===== src/rtl/core/sien_pkg.sv =====
package sien_pkg;

  // Field widths
  localparam int VW = 24;              // signed field values
  localparam int RW = 23;              // radius register
  localparam int MW = 32;              // shared multiplier operand width

  localparam logic [1:0] MODE_VERTEX = 2'd0;
  localparam logic [1:0] MODE_COMP   = 2'd1;
  localparam logic [1:0] MODE_CLOSE  = 2'd2;

  // Multiplier operand selection
  typedef enum logic [3:0] {
    MS_M0, MS_M1, MS_M2, MS_M3, MS_R, MS_EH, MS_EL, MS_AH, MS_AL
  } mul_sel_t;

  // What the datapath does with the registered product
  typedef enum logic [3:0] {
    AC_NONE, AC_DSET, AC_DADD, AC_RCMP, AC_ERR, AC_ANA, AC_HI, AC_W, AC_SUME, AC_SUMA
  } acc_op_t;

  typedef enum logic [1:0] {SQ_MAXE, SQ_ERRS, SQ_MAXA, SQ_ANAS} sq_sel_t;

  typedef enum logic [2:0] {CP_NONE, CP_ME, CP_LE, CP_DEN, CP_RM, CP_RL} cap_t;

  typedef enum logic [1:0] {ST_OK = 2'd0, ST_NOCELL = 2'd1, ST_ANAZERO = 2'd2} status_t;

  typedef struct packed {
    logic     capture;
    mul_sel_t mul_sel;
    acc_op_t  acc_op;
    logic     close_upd;
    logic     clr_cell;
    logic     clr_stream;
    logic     sq_start;
    sq_sel_t  sq_sel;
    logic     div_start;
    logic     div_le;
    cap_t     cap;
    logic     out_load;
    status_t  out_code;
  } cmd_t;

  typedef struct packed {
    logic all_inside;
    logic last;
    logic count_zero;
    logic ana_zero;
    logic sq_done;
    logic div_done;
  } stat_t;

endpackage


===== src/rtl/core/sien_ctrl.sv =====
// Sequencer of the error-norm unit: one beat at a time, then the final norms.
module sien_ctrl (
  input  logic             clk,
  input  logic             rst_n,
  input  logic             in_valid,
  input  logic [1:0]       in_mode,
  output logic             in_ready,
  output logic             out_valid,
  input  logic             out_ready,
  input  sien_pkg::stat_t  stat,
  output sien_pkg::cmd_t   cmd
);
  typedef enum logic [4:0] {
    S_IDLE, S_VX, S_VY, S_VZ, S_VR, S_VC,
    S_C0, S_C1, S_C2, S_C3, S_C4,
    S_K0, S_K1, S_K2, S_K3, S_K4, S_K5, S_K6, S_KEND,
    S_FSTART, S_FW1, S_FW2, S_FW3, S_FD1, S_FW4, S_FW5, S_FD2, S_FW6, S_FOUT
  } state_t;

  state_t             state_r, state_nxt;
  sien_pkg::status_t  code_r, code_nxt;
  logic               out_valid_r, out_valid_nxt;

  assign in_ready  = (state_r == S_IDLE);
  assign out_valid = out_valid_r;

  // Next state and command decode
  always_comb begin
    state_nxt     = state_r;
    code_nxt      = code_r;
    out_valid_nxt = out_valid_r && !out_ready;
    cmd           = '0;
    cmd.mul_sel   = sien_pkg::MS_M0;
    cmd.acc_op    = sien_pkg::AC_NONE;
    cmd.sq_sel    = sien_pkg::SQ_MAXE;
    cmd.cap       = sien_pkg::CP_NONE;
    cmd.out_code  = code_r;
    case (state_r)
      S_IDLE: begin
        if (in_valid) begin
          cmd.capture = 1'b1;
          case (in_mode)
            sien_pkg::MODE_VERTEX: state_nxt = S_VX;
            sien_pkg::MODE_COMP:   state_nxt = S_C0;
            sien_pkg::MODE_CLOSE:  state_nxt = S_K0;
            default:               state_nxt = S_IDLE;
          endcase
        end
      end
      // Corner: x^2, y^2, z^2 summed, then compared with r^2
      S_VX: begin cmd.mul_sel = sien_pkg::MS_M0; state_nxt = S_VY; end
      S_VY: begin
        cmd.mul_sel = sien_pkg::MS_M1; cmd.acc_op = sien_pkg::AC_DSET; state_nxt = S_VZ;
      end
      S_VZ: begin
        cmd.mul_sel = sien_pkg::MS_M2; cmd.acc_op = sien_pkg::AC_DADD; state_nxt = S_VR;
      end
      S_VR: begin
        cmd.mul_sel = sien_pkg::MS_R; cmd.acc_op = sien_pkg::AC_DADD; state_nxt = S_VC;
      end
      S_VC: begin cmd.acc_op = sien_pkg::AC_RCMP; state_nxt = S_IDLE; end
      // Component: two error squares, two analytical squares
      S_C0: begin cmd.mul_sel = sien_pkg::MS_M0; state_nxt = S_C1; end
      S_C1: begin
        cmd.mul_sel = sien_pkg::MS_M1; cmd.acc_op = sien_pkg::AC_ERR; state_nxt = S_C2;
      end
      S_C2: begin
        cmd.mul_sel = sien_pkg::MS_M2; cmd.acc_op = sien_pkg::AC_ERR; state_nxt = S_C3;
      end
      S_C3: begin
        cmd.mul_sel = sien_pkg::MS_M3; cmd.acc_op = sien_pkg::AC_ANA; state_nxt = S_C4;
      end
      S_C4: begin cmd.acc_op = sien_pkg::AC_ANA; state_nxt = S_IDLE; end
      // Close: volume-weighted sums from two partial products each
      S_K0: begin
        if (stat.all_inside) begin
          cmd.mul_sel = sien_pkg::MS_EH; state_nxt = S_K1;
        end else begin
          state_nxt = S_KEND;
        end
      end
      S_K1: begin
        cmd.mul_sel = sien_pkg::MS_EL; cmd.acc_op = sien_pkg::AC_HI; state_nxt = S_K2;
      end
      S_K2: begin cmd.acc_op = sien_pkg::AC_W; state_nxt = S_K3; end
      S_K3: begin
        cmd.mul_sel = sien_pkg::MS_AH; cmd.acc_op = sien_pkg::AC_SUME; state_nxt = S_K4;
      end
      S_K4: begin
        cmd.mul_sel = sien_pkg::MS_AL; cmd.acc_op = sien_pkg::AC_HI; state_nxt = S_K5;
      end
      S_K5: begin cmd.acc_op = sien_pkg::AC_W; state_nxt = S_K6; end
      S_K6: begin
        cmd.acc_op = sien_pkg::AC_SUMA; cmd.close_upd = 1'b1; state_nxt = S_KEND;
      end
      S_KEND: begin
        cmd.clr_cell = 1'b1;
        state_nxt    = stat.last ? S_FSTART : S_IDLE;
      end
      // Final norms
      S_FSTART: begin
        if (stat.count_zero) begin
          code_nxt  = sien_pkg::ST_NOCELL;
          state_nxt = S_FOUT;
        end else begin
          cmd.sq_start = 1'b1; cmd.sq_sel = sien_pkg::SQ_MAXE; state_nxt = S_FW1;
        end
      end
      S_FW1: begin
        if (stat.sq_done) begin
          cmd.cap = sien_pkg::CP_ME; cmd.sq_start = 1'b1;
          cmd.sq_sel = sien_pkg::SQ_ERRS; state_nxt = S_FW2;
        end
      end
      S_FW2: begin
        if (stat.sq_done) begin
          cmd.cap = sien_pkg::CP_LE;
          if (stat.ana_zero) begin
            code_nxt  = sien_pkg::ST_ANAZERO;
            state_nxt = S_FOUT;
          end else begin
            cmd.sq_start = 1'b1; cmd.sq_sel = sien_pkg::SQ_MAXA; state_nxt = S_FW3;
          end
        end
      end
      S_FW3: begin
        if (stat.sq_done) begin cmd.cap = sien_pkg::CP_DEN; state_nxt = S_FD1; end
      end
      S_FD1: begin cmd.div_start = 1'b1; cmd.div_le = 1'b0; state_nxt = S_FW4; end
      S_FW4: begin
        if (stat.div_done) begin
          cmd.cap = sien_pkg::CP_RM; cmd.sq_start = 1'b1;
          cmd.sq_sel = sien_pkg::SQ_ANAS; state_nxt = S_FW5;
        end
      end
      S_FW5: begin
        if (stat.sq_done) begin cmd.cap = sien_pkg::CP_DEN; state_nxt = S_FD2; end
      end
      S_FD2: begin cmd.div_start = 1'b1; cmd.div_le = 1'b1; state_nxt = S_FW6; end
      S_FW6: begin
        if (stat.div_done) begin
          cmd.cap = sien_pkg::CP_RL; code_nxt = sien_pkg::ST_OK; state_nxt = S_FOUT;
        end
      end
      // Load the result register once the previous beat has left
      S_FOUT: begin
        if (!out_valid_r || out_ready) begin
          cmd.out_load   = 1'b1;
          cmd.clr_stream = 1'b1;
          out_valid_nxt  = 1'b1;
          state_nxt      = S_IDLE;
        end
      end
      default: state_nxt = S_IDLE;
    endcase
  end

  always_ff @(posedge clk) begin
    if (!rst_n) begin
      state_r     <= S_IDLE;
      code_r      <= sien_pkg::ST_OK;
      out_valid_r <= 1'b0;
    end else begin
      state_r     <= state_nxt;
      code_r      <= code_nxt;
      out_valid_r <= out_valid_nxt;
    end
  end

  a_load_shows: assert property (@(posedge clk) disable iff (!rst_n)
    cmd.out_load |=> out_valid_r) else $error("loaded result not offered");
  a_close_seq: assert property (@(posedge clk) disable iff (!rst_n)
    (in_valid && in_ready && in_mode == sien_pkg::MODE_CLOSE) |=> state_r == S_K0) else
    $error("close beat did not start the close sequence");
  a_sq_wait: assert property (@(posedge clk) disable iff (!rst_n)
    stat.sq_done |-> (state_r == S_FW1 || state_r == S_FW2 || state_r == S_FW3 ||
                      state_r == S_FW5)) else $error("root finished outside a wait state");
endmodule


===== config.mk =====
export PLATFORM = sky130hd
export DESIGN_NAME = sien_ctrl
export DESIGN_NICKNAME = d
export VERILOG_FILES = /design/src/rtl/core/sien_pkg.sv /design/src/rtl/core/sien_ctrl.sv
export SDC_FILE = /design/constraint.sdc
export NUM_CORES = 1
export LEC_CHECK = 0
export ABC_CLOCK_PERIOD_IN_PS = 2400
export BUFFER_PORTS_ARGS = -buffer_cell sky130_fd_sc_hd__clkbuf_2
export CAP_MARGIN = 10
export CORE_MARGIN = 4
export CORE_UTILIZATION = 50
export DETAILED_ROUTE_END_ITERATION = 7
export PLACE_DENSITY_LB_ADDON = 0.12
export SYNTH_ARGS = -nofsm -noshare
export SYNTH_HDL_FRONTEND = slang
export SYNTH_SLANG_ARGS = --single-unit

===== constraint.sdc =====
create_clock -name clk -period 2.4 [get_ports clk]
set_clock_uncertainty 0.05 [all_clocks]
set_input_delay 0.12 -clock clk [delete_from_list [all_inputs] [get_ports clk]]
set_output_delay 0.12 -clock clk [all_outputs]
set_load 0.03 [all_outputs]

# Word-level counts from Yosys, hierarchy flattened

Cells that the tools add are included.

Add/sub/neg operators: 0
Multiply operators: 0
Divide/modulo/power cells: 0
Order comparisons: 0
Equality and inequality tests: 40
Shift-type cells: 0
Muxes and demuxes: 43
Bitwise gates (word level): 0
Reduce and logical (&&, ||, !) cells: 17

Operators by type and width:

| kind                                                 | count |
|---|---|
| case mux 5 bit (27 select lines)                     | 1 |
| equality test 5 bit (second input constant)          | 13 |
| 2-to-1 mux 5 bit                                     | 10 |
| equality test 5 x 4 -> 1 bit (second input constant) | 8 |
| case mux 4 bit (9 select lines)                      | 1 |
| case mux 4 bit (8 select lines)                      | 1 |
| 2-to-1 mux 3 bit                                     | 8 |
| equality test 5 x 3 -> 1 bit (second input constant) | 4 |
| inequality test 2 bit (second input constant)        | 10 |
| OR reduction 2 bit                                   | 8 |
| case mux 3 bit (5 select lines)                      | 1 |
| 2-to-1 mux 2 bit                                     | 6 |
| case mux 3 bit (4 select lines)                      | 1 |
| case mux 4 bit (3 select lines)                      | 1 |
| equality test 5 x 2 -> 1 bit (second input constant) | 2 |
| 2-to-1 mux 1 bit                                     | 9 |
| 2-to-1 mux 4 bit                                     | 2 |
| AND reduction 8 bit                                  | 1 |
| case mux 2 bit (3 select lines)                      | 1 |
| equality test 5 x 1 -> 1 bit (second input constant) | 1 |
| logical NOT 5 bit                                    | 1 |
| AND reduction 5 bit                                  | 1 |
| case mux 2 bit (2 select lines)                      | 1 |
| nonzero test 3 bit                                   | 1 |
| 6 further kinds                                      | 7 |

Bits in registers: 8
Bits in latches: 0
Bits in writable memories: 0
Bits in read-only memories: 0
Input bits: 12
Output and inout bits: 25
Logic and storage cells: 103
Memories: 0

# Depth between registers and ports, before layout

Word-level depth: 4
Depth in mapped cells: 7
Mapped depth without buffers: 6

# Worst setup path before layout

OpenSTA, ideal clock, no wires.

Kind: flip-flop to output port
Start point: register state_r[3]
End point: output cmd[16] (netlist bit)
Arrival time: 1,890 ps
Data required time: 2,230 ps
Slack: 340 ps
Cell stages (with the launch flop): 7
Path buffers: 3
Path through: dfxtp_1 -> buf_2 -> buf_2 -> buf_1 -> nor3_1 -> nor2_1 -> o32ai_1

RTL lines:

| item                   | RTL line         | source |
|---|---|---|
| from (decl)            | sien_ctrl.sv:20  | `state_t state_r, state_nxt;` |
| from (signal assigned) | sien_ctrl.sv:164 | `state_r <= state_nxt;` |
| to (decl)              | sien_ctrl.sv:11  | `output sien_pkg::cmd_t cmd` |

==> impl_metrics.csv <==
group,metric,value,unit
floorplan,num_rows,17,
yosys,async_reset_ff_share,0,%
clocking,clock_latency,0.27,ns
global_routing,grt_max_degree,23,
sta,slew_headroom,55.6,%
drt,post_drt_wl_per_cell,15.6,um
drt,ant_nets,0,
setup_path,critPathSlowestCell,"dfxtp_1",
sta,finalHoldViolations,0,
yosys,syn-num-nets,202,
setup_path,startpoint_type,"flip-flop",
setup_path,crit_buf_inv,1,
place,hpwl,2.92,mm
global_routing,grt_pass1_vias,1392,
sta,min_period,2.24,ns
sta,post-route-period-util,93.2,%
cells_and_area,antennaDiodeCount,0,
pwr,power.total,1.41,mW
global_routing,grt.total_usage,23.6,%
clocking,cts_sinks,8,
cells_and_area,fin_util,63.4,%
sta,worst_slew_pin_slew,0.664,ns
pwr,p_leak,0.626,nW
setup_path,cp_cell_sequence,"nand2b_1 -> or3_1 -> nor2_1 -> o2bb2ai_1 -> or2_2 -> clkbuf_2",
sta,max_freq,447,MHz
setup_path,r2r_start,"state_r[3]",
clocking,cts_hold_buffers,0,
yosys,synth_flop_cell,"dfxtp_1",
yosys,synth_cell_type_count,53,
setup_path,crit_fanout,22,
drt,wirelength,3.84,mm
global_routing,grt_pass1_wl,6.31,mm
place,post_dp_cell_area,1410,sq um
setup_path,end_kind,"primary output",
cells_and_area,regArea,160,sq um
sta,setup-tns-final,0,ns
setup_path,critical_path_arrival,2.07,ns
clocking,numCtsBuffers,3,
clocking,cts_setup_buffers,0,
yosys,synth_cells,186,
global_routing,antenna_found_initial,0,
floorplan,die_h,57.1,um
clocking,cts_tree,"built",
cells_and_area,area_growth,18.7,%
setup_path,cp_top_family,"flip-flops",
yosys,ys_warn_count,0,
clocking,clk_pin_slew,0.07,ns
pwr,p_per_area,984,nW/um^2
yosys,synth-seq-area-share,13.3,%
drt,drc,0,
floorplan,core,2250,sq um
floorplan,io_pins,37,
yosys,postSynthAreaPerCell,6.47,sq um
global_routing,gr-total-overflow,0,
yosys,synth_edf_count,0,
setup_path,max_stage_delay,0.75,ns
setup_path,crit_start,"state_r[3]",
sta,rsz0062_at_grt,"no",
cells_and_area,drive_gt1_share,25.2,%
flow_run,cap_violations,0,
drt,drtPass1Iterations,4,
clocking,cts.path.max_buffers,2,
setup_path,critical_path_required,2.23,ns
floorplan,die-area,3260,sq um
sta,finalSetupViolCount,0,
clocking,clockRootBuffer,"clkbuf_4",
cells_and_area,n_fill_cell,229,
drt,vias,1536,
cells_and_area,nNetsFinal,236,
yosys,ys_seq_elements,8,
clocking,cts.repair.resized,0,
floorplan,die_x,57.1,um
cells_and_area,multiInputGateArea,937,sq um
pwr,ir_worst_vdd,0.000703,V
run_status,outcome,"finished, final reports clean",
yosys,synth.cell_area,1200,sq um
min_path,hp-start,"stat[3]",
sta,finalMaxSlewViolations,0,
place,io_buffers,36,
floorplan,start_util,53.4,%
min_path,hp-class,"in -> reg",
cells_and_area,stdcell_area,1430,sq um
place,gp_congestion,0.917,
drt,drt_iter0_markers,91,
drt,viasPerCell,6.24,
clocking,cts.htree.levels,1,
setup_path,path_class,"reg -> out",
## sequential cells by signal, indices dropped and copies added (netlist names)
register	cells
code_r	2
state_r	5
out_valid	1
## cell families after synthesis
| kind of cell | after synthesis | share of synthesized area, % |
|---|---|---|
| muxes | 3 | 2.60 |
| buffers and inverters | 24 | 8.83 |
| adders and majority gates | 4 | 4.16 |
| AOI/OAI and AO/OA | 59 | 32.7 |
| xor gates and xnor gates | 1 | 0.728 |
| and+or+nand+nor | 87 | 37.6 |
| DFF | 8 | 13.3 |
## per-stage QoR
stage	instances	setup slack [ns]	hold slack, ns
5_1_grt	246	0.00952	0.105
3_5_place_dp	243	0.343	0.376
2_1_floorplan	186	0.340	0.205
6_report	246	0.163	0.0926
3_3_place_gp	243	0.370	0.374
4_1_cts	246	0.179	0.0937
## power breakdown
| group | switching (mW) | internal [mW] | leakage (nW) |
|---|---|---|---|
| registers | 0.0862 | 0.161 | 0.0651 |
| clock network | 0.0560 | 0.0578 | 0.0138 |
| logic | 0.680 | 0.365 | 0.547 |
## worst min-delay path: stages
cell	delay [ns]
clkbuf_2	0.12
nand2_1	0.06
o22ai_1	0.06
## cells in the mapped netlist, types with 2 or more instances
| master | count | share of area [%] |
|---|---|---|
| nand2_1 | 22 | 6.9 |
| nor2_1 | 17 | 5.3 |
| a21oi_1 | 16 | 6.7 |
| nor2b_1 | 10 | 5.2 |
| o21ai_0 | 10 | 4.2 |
| dfxtp_1 | 8 | 13 |
| inv_1 | 8 | 2.5 |
| buf_2 | 7 | 2.9 |
| o22ai_1 | 7 | 3.6 |
| nor3_1 | 6 | 2.5 |
| and3_1 | 5 | 2.6 |
| nand2b_1 | 5 | 2.6 |
| buf_1 | 4 | 1.2 |
| ha_1 | 4 | 4.2 |
| nand3_1 | 4 | 1.7 |
| o32ai_1 | 4 | 2.9 |
| a221oi_1 | 3 | 2.2 |
| a2111oi_0 | 2 | 1.5 |
| a31oi_1 | 2 | 1.0 |
| and2_1 | 2 | 1.0 |
| buf_4 | 2 | 1.2 |
| clkbuf_1 | 2 | 0.62 |
| mux2i_1 | 2 | 1.7 |
| nand4_1 | 2 | 1.0 |
| o21a_1 | 2 | 1.2 |
| or2_2 | 2 | 1.0 |
| or3_1 | 2 | 1.0 |
## layer usage
layer  global-route usage [%]  vias up  share of wire (%)
met1                     33.6      708                 44
met4                     6.62        0                1.2
met3                     4.52        7                 10
li1                         -      741                  -
met5                        0        -                  0
met2                     36.1       80                 45
## final timing paths
kind                                    to  slack (ns)  depth (start not counted)
worst max-delay path               cmd[10]        0.16                          6
worst max register to register  state_r[0]        0.29                          5
worst min register to register   code_r[0]        0.42                          2
worst min-delay path             code_r[0]        0.09                          3
## final cells by class
class	instances	area share (%)
inverters	9	2.36
well taps	28	2.45
clock buffers	3	1.58
multi-input cells	154	65.6
repair buffers	44	16.8
flip-flops and latches	8	11.2
## cell usage in the layout, fill, tap and decap left out, types with 7 or more instances in the layout
cell type and count:
nor2b_1 10, o22ai_1 7, nand2_1 22, o21ai_0 10
nor2_1 17, a21oi_1 16, buf_4 8, inv_1 8
dfxtp_1 8, clkbuf_2 36
No activity file was read; power rests on OpenSTA's default activity.
